[src/rtl/mbps_pkg.sv]
// ----------------------------------------------------------------------------
// mbps_pkg
// Shared types and constants for the masked byte pattern scanner: register
// indexes of the configuration port, pattern storage sizes and the control
// bundle that the top level broadcasts to every match cell.
// ----------------------------------------------------------------------------
package mbps_pkg;

    // Configuration port geometry
    localparam int CFG_INDEX_W = 3;
    localparam int CFG_DATA_W  = 64;

    // Register indexes
    localparam logic [CFG_INDEX_W-1:0] REG_PATTERN_LEN = 3'd0;
    localparam logic [CFG_INDEX_W-1:0] REG_PATTERN_B0  = 3'd1;
    localparam logic [CFG_INDEX_W-1:0] REG_PATTERN_B1  = 3'd2;
    localparam logic [CFG_INDEX_W-1:0] REG_PATTERN_B2  = 3'd3;
    localparam logic [CFG_INDEX_W-1:0] REG_PATTERN_B3  = 3'd4;
    localparam logic [CFG_INDEX_W-1:0] REG_CARE_MASK   = 3'd5;
    localparam logic [CFG_INDEX_W-1:0] REG_ALIGNMENT   = 3'd6;

    // Register widths
    localparam int PLEN_W   = 6;
    localparam int ALIGN_W  = 13;
    localparam int PHASE_W  = 12;
    localparam int ADDR_W   = 64;

    // Pattern storage: four 64-bit words hold 32 programmable bytes
    localparam int PAT_WORDS = 4;
    localparam int PAT_BYTES = 32;

    // Alignment clamp limits
    localparam logic [ALIGN_W-1:0] ALIGN_MIN = 13'd1;
    localparam logic [ALIGN_W-1:0] ALIGN_MAX = 13'd4096;

    // Broadcast to every cell for one item
    typedef struct packed {
        logic       advance;   // item accepted this cycle
        logic       first;     // item opens a new region
        logic [7:0] data_byte; // byte under test
    } cell_ctrl_t;

endpackage

[src/rtl/mbps_cell.sv]
// ----------------------------------------------------------------------------
// mbps_cell
// One pattern position of the scan chain. Holds the live bit of a candidate
// that has matched all earlier positions, tests the incoming byte against its
// pattern byte and hands the surviving bit to the next position.
// ----------------------------------------------------------------------------
module mbps_cell (
    input  logic               clk,
    input  logic               rst_n,
    input  mbps_pkg::cell_ctrl_t ctrl,
    input  logic               shift_in,  // live bit from previous position
    input  logic [7:0]         want,      // pattern byte of this position
    input  logic               care,      // 0: wildcard
    input  logic               in_use,    // position below pattern length
    input  logic               tail,      // last position of the pattern
    output logic               shift_out, // live bit for next position
    output logic               hit        // candidate completes here
);
    import mbps_pkg::*;

    logic live_reg;
    logic live_next;
    logic pass;
    logic keep;

    // Byte compare with wildcard
    assign pass = !care || (ctrl.data_byte == want);
    assign keep = shift_in && in_use && pass;
    assign hit  = keep && tail;

    // A completed candidate is retired at the tail position
    assign live_next = keep && !tail;

    // A region start drops everything in flight
    assign shift_out = live_reg && !ctrl.first;

    always_ff @(posedge clk or negedge rst_n)
    begin
        if (!rst_n)
        begin
            live_reg <= 1'b0;
        end
        else if (ctrl.advance)
        begin
            live_reg <= live_next;
        end
    end

endmodule

[src/rtl/masked_byte_pattern_scan.sv]
// ----------------------------------------------------------------------------
// masked_byte_pattern_scan
// Wildcard byte signature scanner built as a chain of match cells.
// ----------------------------------------------------------------------------
// Usage:
//   Bytes of a memory snapshot enter on the in_* channel (valid/ready), one
//   item per byte. first_of_region marks offset zero of a new region and
//   brings its base address in region_base. Every aligned start offset is a
//   candidate; each cell of the chain holds one pattern position and passes
//   live candidates on by one position per accepted byte.
//   When a candidate survives its last pattern position, its address (base
//   plus start offset) is reported on the out_* channel (valid/ready).
//   Throughput: one byte per clock unless a waiting result stalls the input;
//   the chain advances once per accepted item. A match is shown in the cycle
//   after its last byte is accepted, from the output register.
//   Stall: while a result waits and out_ready is low, in_ready is low; a byte
//   is still accepted in the cycle the waiting result is taken.
//   Reset clears the chain, the offset counters and the output valid bit, and
//   loads pattern_len 1, alignment 1, all other registers zero.
//   Configuration writes (cfg_write_en, cfg_index, cfg_data) take effect at
//   once. The user must write only while no byte is in progress; not enforced.
// ----------------------------------------------------------------------------
module masked_byte_pattern_scan #(
    parameter int MAX_PATTERN = 32
) (
    input  logic                                clk,
    input  logic                                rst_n,
    // configuration
    input  logic                                cfg_write_en,
    input  logic [mbps_pkg::CFG_INDEX_W-1:0]    cfg_index,
    input  logic [mbps_pkg::CFG_DATA_W-1:0]     cfg_data,
    // byte input
    input  logic                                in_valid,
    output logic                                in_ready,
    input  logic [7:0]                          data_byte,
    input  logic                                first_of_region,
    input  logic [mbps_pkg::ADDR_W-1:0]         region_base,
    // match output
    output logic                                out_valid,
    input  logic                                out_ready,
    output logic [mbps_pkg::ADDR_W-1:0]         match_address
);
    import mbps_pkg::*;

    localparam int LEN_W = ($clog2(MAX_PATTERN + 1) > PLEN_W) ?
                           $clog2(MAX_PATTERN + 1) : PLEN_W;

    // Configuration registers
    logic [PLEN_W-1:0]  pattern_len_reg;
    logic [63:0]        pattern_words_reg [PAT_WORDS];
    logic [PAT_BYTES-1:0] care_mask_reg;
    logic [ALIGN_W-1:0] alignment_reg;

    // Scan state
    logic [PHASE_W-1:0] phase_reg;
    logic [PHASE_W-1:0] phase_next;
    logic [ADDR_W-1:0]  addr_reg;      // base + offset of the next byte
    logic [ADDR_W-1:0]  addr_next;

    // Output register
    logic               out_valid_reg;
    logic [ADDR_W-1:0]  match_address_reg;
    logic [ADDR_W-1:0]  match_address_next;

    logic               in_fire;
    logic [PHASE_W-1:0] phase_cur;
    logic [ALIGN_W-1:0] stride;
    logic [ALIGN_W-1:0] phase_inc;
    logic [LEN_W-1:0]   len_raw;
    logic [LEN_W-1:0]   len_eff;
    logic [ADDR_W-1:0]  addr_cur;
    cell_ctrl_t         ctrl;

    logic [MAX_PATTERN-1:0] shift_in_vec;
    logic [MAX_PATTERN-1:0] shift_out_vec;
    logic [MAX_PATTERN-1:0] hit_vec;
    logic                   hit_any;

    // Handshake
    assign in_ready = !out_valid_reg || out_ready;
    assign in_fire  = in_valid && in_ready;

    // Configuration writes
    always_ff @(posedge clk or negedge rst_n)
    begin
        if (!rst_n)
        begin
            pattern_len_reg <= PLEN_W'(1);
            for (int w = 0; w < PAT_WORDS; w++)
            begin
                pattern_words_reg[w] <= '0;
            end
            care_mask_reg   <= '0;
            alignment_reg   <= ALIGN_MIN;
        end
        else if (cfg_write_en)
        begin
            case (cfg_index)
                REG_PATTERN_LEN: pattern_len_reg      <= cfg_data[PLEN_W-1:0];
                REG_PATTERN_B0:  pattern_words_reg[0] <= cfg_data;
                REG_PATTERN_B1:  pattern_words_reg[1] <= cfg_data;
                REG_PATTERN_B2:  pattern_words_reg[2] <= cfg_data;
                REG_PATTERN_B3:  pattern_words_reg[3] <= cfg_data;
                REG_CARE_MASK:   care_mask_reg        <= cfg_data[PAT_BYTES-1:0];
                REG_ALIGNMENT:   alignment_reg        <= cfg_data[ALIGN_W-1:0];
                default:         ;
            endcase
        end
    end

    // Effective length and stride
    assign len_raw = LEN_W'(pattern_len_reg);
    assign len_eff = (len_raw > LEN_W'(MAX_PATTERN)) ? LEN_W'(MAX_PATTERN) : len_raw;
    assign stride  = (alignment_reg == '0)      ? ALIGN_MIN :
                     (alignment_reg > ALIGN_MAX) ? ALIGN_MAX : alignment_reg;

    // Region start restarts phase and address
    assign phase_cur = first_of_region ? '0 : phase_reg;
    assign addr_cur  = first_of_region ? region_base : addr_reg;

    // Phase advance with wrap at the stride
    assign phase_inc  = ALIGN_W'(phase_cur) + ALIGN_W'(1);
    assign phase_next = (phase_inc >= stride) ? '0 : phase_inc[PHASE_W-1:0];
    assign addr_next  = addr_cur + ADDR_W'(1);

    // Start address of a completed candidate
    assign match_address_next = addr_cur - ADDR_W'(len_eff) + ADDR_W'(1);

    assign ctrl.advance   = in_fire;
    assign ctrl.first     = first_of_region;
    assign ctrl.data_byte = data_byte;

    // Chain of match cells
    assign shift_in_vec[0] = (phase_cur == '0);

    for (genvar k = 0; k < MAX_PATTERN; k++)
    begin : g_cell
        logic [7:0] want;
        logic       care;

        if (k < PAT_BYTES)
        begin : g_prog
            assign want = pattern_words_reg[k / 8][(k % 8) * 8 +: 8];
            assign care = care_mask_reg[k];
        end
        else
        begin : g_wild
            assign want = 8'h00;
            assign care = 1'b0;
        end

        if (k > 0)
        begin : g_link
            assign shift_in_vec[k] = shift_out_vec[k-1];
        end

        mbps_cell u_cell (
            .clk       (clk),
            .rst_n     (rst_n),
            .ctrl      (ctrl),
            .shift_in  (shift_in_vec[k]),
            .want      (want),
            .care      (care),
            .in_use    (LEN_W'(k) < len_eff),
            .tail      (LEN_W'(k + 1) == len_eff),
            .shift_out (shift_out_vec[k]),
            .hit       (hit_vec[k])
        );
    end

    assign hit_any = |hit_vec;

    // Scan counters
    always_ff @(posedge clk or negedge rst_n)
    begin
        if (!rst_n)
        begin
            phase_reg <= '0;
            addr_reg  <= '0;
        end
        else if (in_fire)
        begin
            phase_reg <= phase_next;
            addr_reg  <= addr_next;
        end
    end

    // Output register
    always_ff @(posedge clk or negedge rst_n)
    begin
        if (!rst_n)
        begin
            out_valid_reg <= 1'b0;
        end
        else if (in_fire)
        begin
            out_valid_reg <= hit_any;
        end
        else if (out_ready)
        begin
            out_valid_reg <= 1'b0;
        end
    end

    always_ff @(posedge clk)
    begin
        if (in_fire && hit_any)
        begin
            match_address_reg <= match_address_next;
        end
    end

    assign out_valid     = out_valid_reg;
    assign match_address = match_address_reg;

    // Only the tail position can complete a candidate
    a_single_hit: assert property (@(posedge clk) disable iff (!rst_n)
        $onehot0(hit_vec))
        else $error("more than one cell reports a match");

    // A match seen at accept is presented next cycle
    a_hit_shown: assert property (@(posedge clk) disable iff (!rst_n)
        (in_fire && hit_any) |=> out_valid_reg)
        else $error("match lost between chain and output register");

    // Input only stalls behind a waiting result
    a_stall_cause: assert property (@(posedge clk) disable iff (!rst_n)
        !in_ready |-> (out_valid_reg && !out_ready))
        else $error("input stalled without a waiting result");

endmodule

[config.mk]
export PLATFORM = sky130hd
export DESIGN_NAME = masked_byte_pattern_scan
export DESIGN_NICKNAME = d
export VERILOG_FILES = /design/src/rtl/mbps_pkg.sv /design/src/rtl/mbps_cell.sv /design/src/rtl/masked_byte_pattern_scan.sv
export SDC_FILE = /design/constraint.sdc
export NUM_CORES = 1
export LEC_CHECK = 0
export ABC_AREA = 1
export BUFFER_PORTS_ARGS = -buffer_cell sky130_fd_sc_hd__buf_2
export CORE_ASPECT_RATIO = 1.4
export CORE_MARGIN = 2
export CORE_UTILIZATION = 63
export CTS_BUF_LIST = sky130_fd_sc_hd__clkbuf_8
export DETAILED_ROUTE_END_ITERATION = 8
export PLACE_DENSITY = 0.83
export SETUP_SLACK_MARGIN = 0.1
export SLEW_MARGIN = 20
export SYNTH_ARGS = -nofsm -noshare
export SYNTH_HDL_FRONTEND = slang
export SYNTH_SLANG_ARGS = --single-unit
[constraint.sdc]
create_clock -name clk -period 4 [get_ports clk]
set_input_delay 0.8 -clock clk [delete_from_list [all_inputs] [get_ports clk]]
set_output_delay 0.8 -clock clk [all_outputs]
set_load 0.02 [all_outputs]
==> metrics.txt, run 1 <==
# TYPE chip_impl_metric gauge
chip_impl_info{name="run_status",value="finished clean"} 1
chip_impl_metric{name="syn_nets",unit=""} 4196
chip_impl_metric{name="netlist_area",unit="sq um"} 29900
chip_impl_info{name="dominantRegCellSynth",value="sky130_fd_sc_hd__dfrtp_1"} 1
chip_impl_metric{name="yosys.area.top_type_share",unit="%"} 34.5
chip_impl_metric{name="boundaryPins",unit=""} 211
chip_impl_metric{name="layout_cells_sized_above_1",unit="%"} 14.3
chip_impl_metric{name="clock-skew-final",unit="ns"} 0.0437
chip_impl_metric{name="maxSlewHeadroom",unit="%"} 26.7
chip_impl_metric{name="synth_warnings",unit=""} 0
chip_impl_metric{name="die_h",unit="um"} 262
chip_impl_metric{name="fin_crit_sh",unit="%"} 89.0
chip_impl_info{name="yosys.cell_count.top_type",value="sky130_fd_sc_hd__nand2_1"} 1
chip_impl_metric{name="timing_max_transition_violations_final",unit=""} 0
chip_impl_info{name="ctsRootBufferMaster",value="sky130_fd_sc_hd__clkbuf_8"} 1
chip_impl_metric{name="multi_input_area",unit="sq um"} 15600
chip_impl_metric{name="final_cells",unit=""} 4913
chip_impl_metric{name="rows",unit=""} 94
chip_impl_metric{name="gp_congestion",unit=""} 1.04
chip_impl_metric{name="number_of_global_route_vias_before_repair",unit=""} 27400
chip_impl_metric{name="post-dp-hpwl",unit="mm"} 67.3
chip_impl_metric{name="yosys_register_bits",unit=""} 479
chip_impl_metric{name="wire_per_inst",unit="um"} 18.6
chip_impl_metric{name="drt_drc_violations_left",unit=""} 0
chip_impl_metric{name="worst_ir_drop_vdd",unit="uV"} 442
chip_impl_metric{name="post_cts.resized_instances",unit=""} 0
chip_impl_metric{name="layout_min_cycle_time",unit="ns"} 3.56
chip_impl_metric{name="final.fill_count",unit=""} 3754
chip_impl_metric{name="worst_path_largest_cell_delay",unit="ns"} 0.41
chip_impl_metric{name="cts_sink_count",unit=""} 479
chip_impl_info{name="worstPathCellList",value="inv_2, nand2_1, inv_1, ha_1, inv_1, ha_1, fa_1, nand3_1, nand2_1, a21oi_1, o21ai_0, buf_4, nand3_1, nand3_1, a21o_1, nand2_1, nand2_1"} 1
chip_impl_metric{name="max_cap_violations",unit=""} 0
chip_impl_metric{name="synthToLayoutAreaGrowth",unit="%"} 14.4
chip_impl_metric{name="numPlacedInstances",unit=""} 4776
chip_impl_metric{name="grtUsageTotal",unit="%"} 37.4
chip_impl_info{name="hold_wc_path_type",value="in -> async"} 1
chip_impl_metric{name="seq_cell_area",unit="sq um"} 12300
chip_impl_info{name="synthDominantAreaCellType",value="sky130_fd_sc_hd__dfrtp_1"} 1
chip_impl_metric{name="edff_count_synth",unit=""} 64
chip_impl_info{name="synth_top_cells_by_count",value="sky130_fd_sc_hd__nand2_1 (1066), sky130_fd_sc_hd__o21ai_0 (462), sky130_fd_sc_hd__dfrtp_1 (413), sky130_fd_sc_hd__inv_1 (370), sky130_fd_sc_hd__nor2_1 (368)"} 1
chip_impl_metric{name="global_route_wire_length_before_repair",unit="mm"} 143
chip_impl_metric{name="drt_first_pass_iters",unit=""} 7
chip_impl_info{name="critical_path.endpoint_type",value="flop"} 1
chip_impl_metric{name="totalNegativeSetupSlack",unit="ns"} 0
chip_impl_metric{name="worst_skew_late_latency",unit="ns"} 0.70
chip_impl_metric{name="power_density_over_the_cells",unit="nW/um^2"} 444
chip_impl_metric{name="cts_inserted_buffers",unit=""} 74
chip_impl_metric{name="port-buffer-count",unit=""} 210
chip_impl_metric{name="overflow_after_grt",unit=""} 0
chip_impl_metric{name="holdWs",unit="ns"} 0.0812
chip_impl_metric{name="post_synth_inst_count",unit=""} 3911
chip_impl_metric{name="ys_async_sr_fraction",unit="%"} 86.6
chip_impl_metric{name="setup_slack",unit="ns"} 0.439
chip_impl_info{name="critPathSlowestCell",value="sky130_fd_sc_hd__fa_1"} 1
chip_impl_metric{name="yosys.cell_types.count",unit=""} 53
chip_impl_metric{name="drt_wl_total",unit="mm"} 91.3
chip_impl_metric{name="worst_slew_pin_slew",unit="ns"} 1.10
chip_impl_info{name="cts_tree",value="yes"} 1
chip_impl_metric{name="fp.coreArea",unit="sq um"} 46900
chip_impl_metric{name="worstPathMaxFanout",unit=""} 10
chip_impl_metric{name="cts.htree.levels",unit=""} 3
chip_impl_metric{name="worst-endpoint-required",unit="ns"} 4.46
chip_impl_metric{name="drt-initial-drc-count",unit=""} 2253
chip_impl_metric{name="cts.reportedPaths.clkPinSlew",unit="ns"} 0.07
chip_impl_info{name="grt_setup_unrepaired",value="no"} 1
chip_impl_metric{name="drtAntennaViolNets",unit=""} 0
chip_impl_metric{name="vias",unit=""} 27900
chip_impl_metric{name="report.final.hold_viol_count",unit=""} 0
chip_impl_metric{name="ctsLongestPathBuffers",unit=""} 3
chip_impl_info{name="worst-setup-path-type",value="reg -> reg"} 1
chip_impl_metric{name="cts_post_setup_buffers_inserted",unit=""} 0
chip_impl_metric{name="r2r_cells",unit=""} 17
chip_impl_metric{name="via_per_inst",unit=""} 5.68
chip_impl_metric{name="syn_area_per_cell",unit="sq um"} 7.66
chip_impl_metric{name="detailedPlace.worstSlack",unit="ns"} -0.0597
chip_impl_metric{name="yosysSeqAreaShare",unit="%"} 41.1
chip_impl_metric{name="post_cts_hold_buffer_count",unit=""} 0
chip_impl_metric{name="cellLeakagePower",unit="nW"} 16.2
chip_impl_metric{name="power",unit="mW"} 15.2
chip_impl_metric{name="critical_path_arrival",unit="ns"} 4.02
chip_impl_metric{name="grt_antenna_before_repair",unit=""} 1
chip_impl_info{name="crit_path_frequent_cell",value="sky130_fd_sc_hd__nand2_1"} 1
chip_impl_metric{name="layout.nets",unit=""} 4513
chip_impl_metric{name="final-setup-viol-count",unit=""} 0
chip_impl_metric{name="grt_start_max_net_pins",unit=""} 129
chip_impl_info{name="synth_area_leaders",value="sky130_fd_sc_hd__dfrtp_1 (35%), sky130_fd_sc_hd__nand2_1 (13%), sky130_fd_sc_hd__o21ai_0 (7.7%)"} 1
chip_impl_metric{name="max_freq",unit="MHz"} 281
chip_impl_metric{name="floorplan.die.width",unit="um"} 188
chip_impl_metric{name="starting_density",unit="%"} 63.8
chip_impl_metric{name="largest_reg_flops",unit=""} 256
chip_impl_metric{name="dieArea",unit="sq um"} 49300
chip_impl_info{name="setup.worst_path.start_class",value="flop"} 1
## cell families after synthesis
group	Yosys count	share of synthesized area, %
and+or+nand+nor	1776	24.8
AOI/OAI and AO/OA	682	12.4
buffers and inverters	523	6.81
DFF	479	41.1
xor gates and xnor gates	310	9.07
adders and majority gates	140	5.87
muxes	1	0.0334
## worst paths after layout
path | slack, ns | to | start
worst max-delay path | 0.44 | match_address[63] | len_raw[5]
worst min-delay path | 0.08 | g_cell[31].want[4] | rst_n
worst max register to register | 0.44 | match_address[63] | len_raw[5]
worst min register to register | 0.48 | addr_reg[47] | addr_reg[47]
max in group asynchronous | 2.89 | g_cell[20].want[4] | rst_n
min in group clk | 0.42 | g_cell[7].want[4] | cfg_data[60]
## layout by cell type, fill, tap and decap left out, types with 16 or more instances in the layout
master,Yosys,layout
sky130_fd_sc_hd__nand2_1,1066,1061
sky130_fd_sc_hd__o21ai_0,462,462
sky130_fd_sc_hd__dfrtp_1,413,413
sky130_fd_sc_hd__inv_1,370,387
sky130_fd_sc_hd__nor2_1,368,368
sky130_fd_sc_hd__xnor2_1,232,232
sky130_fd_sc_hd__buf_2,35,209
sky130_fd_sc_hd__buf_4,4,152
sky130_fd_sc_hd__ha_1,139,139
sky130_fd_sc_hd__nand3_1,132,131
sky130_fd_sc_hd__a21oi_1,102,102
sky130_fd_sc_hd__clkbuf_8,0,91
sky130_fd_sc_hd__xor2_1,78,78
sky130_fd_sc_hd__edfxtp_1,64,64
sky130_fd_sc_hd__or2_2,52,52
sky130_fd_sc_hd__nand4_1,44,44
sky130_fd_sc_hd__nor3_1,43,43
sky130_fd_sc_hd__a31oi_1,43,43
sky130_fd_sc_hd__nor4_1,19,19
sky130_fd_sc_hd__o21ai_2,18,18
sky130_fd_sc_hd__buf_12,0,16
## power by group
group / internal, mW / total (mW) / switching [mW]
combinational: 1.83 / 4.68 / 2.84
sequential: 5.76 / 6.27 / 0.504
clock: 2.21 / 4.26 / 2.05
## routing by layer
layer | vias up | global-route usage, % | wire [um]
li1 | 13300 | - | -
met1 | 13000 | 40.2 | 32400
met2 | 1215 | 65.9 | 45200
met3 | 378 | 5.85 | 5860
met4 | 0 | 29.7 | 7740
met5 | - | 0 | 0
## area by class of cell
type	count	area share, %
Multi-Input combinational cell	2909	45.7
Inverter	384	4.21
Sequential cell	479	35.9
Clock buffer	91	3.66
Clock inverter	45	0.793
Timing Repair Buffer	380	7.43
Antenna cell	1	0.00731
Tap cell	624	2.28
## worst max-delay path: cells and delay by family, from the launching register on
family / cells / cell delay, ns
adders and majority gates: 3 / 0.83
buffers and inverters: 4 / 0.74
DFF: 1 / 0.38
and+or+nand+nor: 7 / 0.74
AOI/OAI and AO/OA: 3 / 0.66
## stage by stage
step / instance area (sq um) / utilization (%)
after floorplan: 29900 / -
after global placement: 32700 / 69.7
after detailed placement: 32700 / 69.7
after CTS: 34200 / 73.0
after global routing: 34300 / 73.0
final: 34300 / 73.0
(Power assumes the default switching activity.)
==> run 2, diff against run 1 <==
RECOVER_POWER = 100   (was unset)
==> run 2 against run 1 <==
Against the previous run: the run now ends with max-capacitance violations, max-slew violations left; wire length about the same; core utilization decreased by 0.67 points; final area decreased by 0.92%; worst setup slack got worse by 0.098 ns; maximum frequency decreased by 2.7%; via count decreased by 0.19%; first-iteration DRC count about the same; flip-flop and latch count unchanged; die area unchanged; critical endpoint is now addr_reg[57].
==> metrics.txt, run 2 (same netlist as run 1, synthesis figures left out) <==
# TYPE chip_impl_metric gauge
chip_impl_info{name="run_status",value="finished with violations"} 1
chip_impl_info{name="violated_checks",value="max-capacitance violations, max-slew violations"} 1
chip_impl_metric{name="worstPathMaxFanout",unit=""} 53
chip_impl_metric{name="boundaryPins",unit=""} 211
chip_impl_metric{name="cts.reportedPaths.clkPinSlew",unit="ns"} 0.06
chip_impl_info{name="grt_setup_unrepaired",value="no"} 1
chip_impl_metric{name="post_cts.resized_instances",unit=""} 0
chip_impl_metric{name="rows",unit=""} 94
chip_impl_metric{name="ctsLongestPathBuffers",unit=""} 3
chip_impl_metric{name="cts.htree.levels",unit=""} 3
chip_impl_metric{name="setup_slack",unit="ns"} 0.341
chip_impl_metric{name="grtUsageTotal",unit="%"} 37.4
chip_impl_metric{name="cellLeakagePower",unit="nW"} 15.9
chip_impl_info{name="layout.cells.most_common",value="sky130_fd_sc_hd__nand2_1"} 1
chip_impl_metric{name="floorplan.die.width",unit="um"} 188
chip_impl_metric{name="worst_skew_late_latency",unit="ns"} 0.70
chip_impl_metric{name="largest_reg_flops",unit=""} 256
chip_impl_metric{name="cts_post_setup_buffers_inserted",unit=""} 0
chip_impl_metric{name="worst_slew_pin_slew",unit="ns"} 2.56
chip_impl_metric{name="global_route_wire_length_before_repair",unit="mm"} 143
chip_impl_metric{name="overflow_after_grt",unit=""} 0
chip_impl_metric{name="dieArea",unit="sq um"} 49300
chip_impl_info{name="setup.worst_path.start_class",value="input pin"} 1
chip_impl_metric{name="drtAntennaViolNets",unit=""} 0
chip_impl_metric{name="number_of_global_route_vias_before_repair",unit=""} 27400
chip_impl_metric{name="cts_sink_count",unit=""} 479
chip_impl_metric{name="layout_cells_sized_above_1",unit="%"} 11.9
chip_impl_info{name="cts_tree",value="yes"} 1
chip_impl_info{name="hold_wc_path_type",value="in -> reg"} 1
chip_impl_metric{name="final_core_utilization",unit="%"} 72.3
chip_impl_metric{name="report.final.hold_viol_count",unit=""} 0
chip_impl_metric{name="worst-endpoint-required",unit="ns"} 4.60
chip_impl_metric{name="drt_drc_violations_left",unit=""} 0
chip_impl_metric{name="final.fill_count",unit=""} 3798
chip_impl_metric{name="totalNegativeSetupSlack",unit="ns"} 0
chip_impl_metric{name="fp.coreArea",unit="sq um"} 46900
chip_impl_metric{name="die_h",unit="um"} 262
chip_impl_info{name="critical_path.endpoint_type",value="flop"} 1
chip_impl_info{name="layout_common_cells",value="sky130_fd_sc_hd__nand2_1 (1064), sky130_fd_sc_hd__o21ai_0 (462), sky130_fd_sc_hd__dfrtp_1 (413), sky130_fd_sc_hd__inv_1 (388), sky130_fd_sc_hd__nor2_1 (369)"} 1
chip_impl_metric{name="starting_density",unit="%"} 63.8
chip_impl_metric{name="grt_start_max_net_pins",unit=""} 129
chip_impl_metric{name="post_cts_hold_buffer_count",unit=""} 0
chip_impl_metric{name="gp_congestion",unit=""} 1.04
chip_impl_metric{name="vias",unit=""} 27900
chip_impl_metric{name="maxSlewHeadroom",unit="%"} -70.9
chip_impl_metric{name="max_freq",unit="MHz"} 273
chip_impl_metric{name="port-buffer-count",unit=""} 210
chip_impl_metric{name="drt-initial-drc-count",unit=""} 2252
chip_impl_metric{name="final-setup-viol-count",unit=""} 0
chip_impl_metric{name="wire_per_inst",unit="um"} 18.6
chip_impl_metric{name="detailedPlace.worstSlack",unit="ns"} -0.0597
chip_impl_metric{name="power_density_over_the_cells",unit="nW/um^2"} 447
chip_impl_metric{name="via_per_inst",unit=""} 5.67
chip_impl_metric{name="drt_wl_total",unit="mm"} 91.4
chip_impl_metric{name="clock-skew-final",unit="ns"} 0.0428
chip_impl_metric{name="fin_crit_sh",unit="%"} 91.5
chip_impl_metric{name="grt_antenna_before_repair",unit=""} 1
chip_impl_metric{name="setup.reg_to_reg.worst_slack",unit="ns"} 0.40
chip_impl_metric{name="critical_path_arrival",unit="ns"} 4.26
chip_impl_metric{name="drt_first_pass_iters",unit=""} 9
chip_impl_metric{name="post-dp-hpwl",unit="mm"} 67.3
chip_impl_info{name="ctsRootBufferMaster",value="sky130_fd_sc_hd__clkbuf_8"} 1
chip_impl_metric{name="layout.nets",unit=""} 4513
chip_impl_metric{name="max_cap_violations",unit=""} 9
chip_impl_metric{name="synthToLayoutAreaGrowth",unit="%"} 13.3
chip_impl_metric{name="cts_inserted_buffers",unit=""} 74
chip_impl_metric{name="layout_min_cycle_time",unit="ns"} 3.66
chip_impl_metric{name="timing_max_transition_violations_final",unit=""} 716
chip_impl_metric{name="worst_ir_drop_vdd",unit="uV"} 441
chip_impl_info{name="worst-setup-path-type",value="in -> reg"} 1
run 2: where the power goes:
group          leakage (nW)  internal [mW]  switching (mW)
Clock                 0.864           2.21            2.05
Combinational          9.21           1.80            2.84
Sequential             5.78           5.77           0.502
run 2: final timing paths:
check | start | endpoint | depth (start not counted)
worst max-delay path | first_of_region | addr_reg[57] | 15
worst min register to register | addr_reg[47] | addr_reg[47] | 2
min in group asynchronous | rst_n | g_cell[31].want[4] | 1
worst min-delay path | cfg_data[60] | g_cell[7].want[4] | 3
worst max register to register | len_raw[5] | match_address[63] | 17
max in group asynchronous | rst_n | g_cell[12].want[6] | 2
run 2: layout make-up:
| cell class | instances | area [sq um] | area share (%) |
|---|---|---|---|
| antenna | 1 | 2.50 | 0.00737 |
| clock buffer | 91 | 1250 | 3.69 |
| clock inverter | 45 | 272 | 0.800 |
| inverter | 384 | 1440 | 4.25 |
| multi-input combinational | 2909 | 15600 | 45.9 |
| sequential | 479 | 12300 | 36.3 |
| tap | 624 | 781 | 2.30 |
| timing repair buffer | 380 | 2300 | 6.78 |
run 2: critical path: stages:
cell and delay [ns]:
sky130_fd_sc_hd__buf_2 0.13, sky130_fd_sc_hd__inv_2 0.09, sky130_fd_sc_hd__buf_12 0.20, sky130_fd_sc_hd__clkbuf_1 0.29, sky130_fd_sc_hd__or2_2 0.17, sky130_fd_sc_hd__o21ai_0 0.15, sky130_fd_sc_hd__inv_1 0.12, sky130_fd_sc_hd__clkbuf_1 0.23
sky130_fd_sc_hd__ha_1 0.23, sky130_fd_sc_hd__nand2_1 0.11, sky130_fd_sc_hd__nor2_1 0.19, sky130_fd_sc_hd__nand2_1 0.17, sky130_fd_sc_hd__nor3_1 0.99, sky130_fd_sc_hd__nand3_1 0.15, sky130_fd_sc_hd__a31oi_1 0.22
run 2: stage by stage:
stage	area [sq um]	hold slack (ns)	cells	power, mW
after floorplan	29900	0.444	3911	9.33
after global placement	32700	0.459	4776	10.8
after detailed placement	32700	0.460	4776	10.9
after CTS	34200	0.0846	4912	15.1
after global routing	33900	0.451	4913	16.0
final	33900	0.417	4913	15.2
run 2: routing by layer:
metal / vias up / global-route usage, % / wire length (um)
li1: 13300 / - / -
met1: 13000 / 40.2 / 32000
met2: 1243 / 65.9 / 45200
met3: 384 / 5.85 / 6320
met4: 0 / 29.7 / 7850
met5: - / 0 / 0
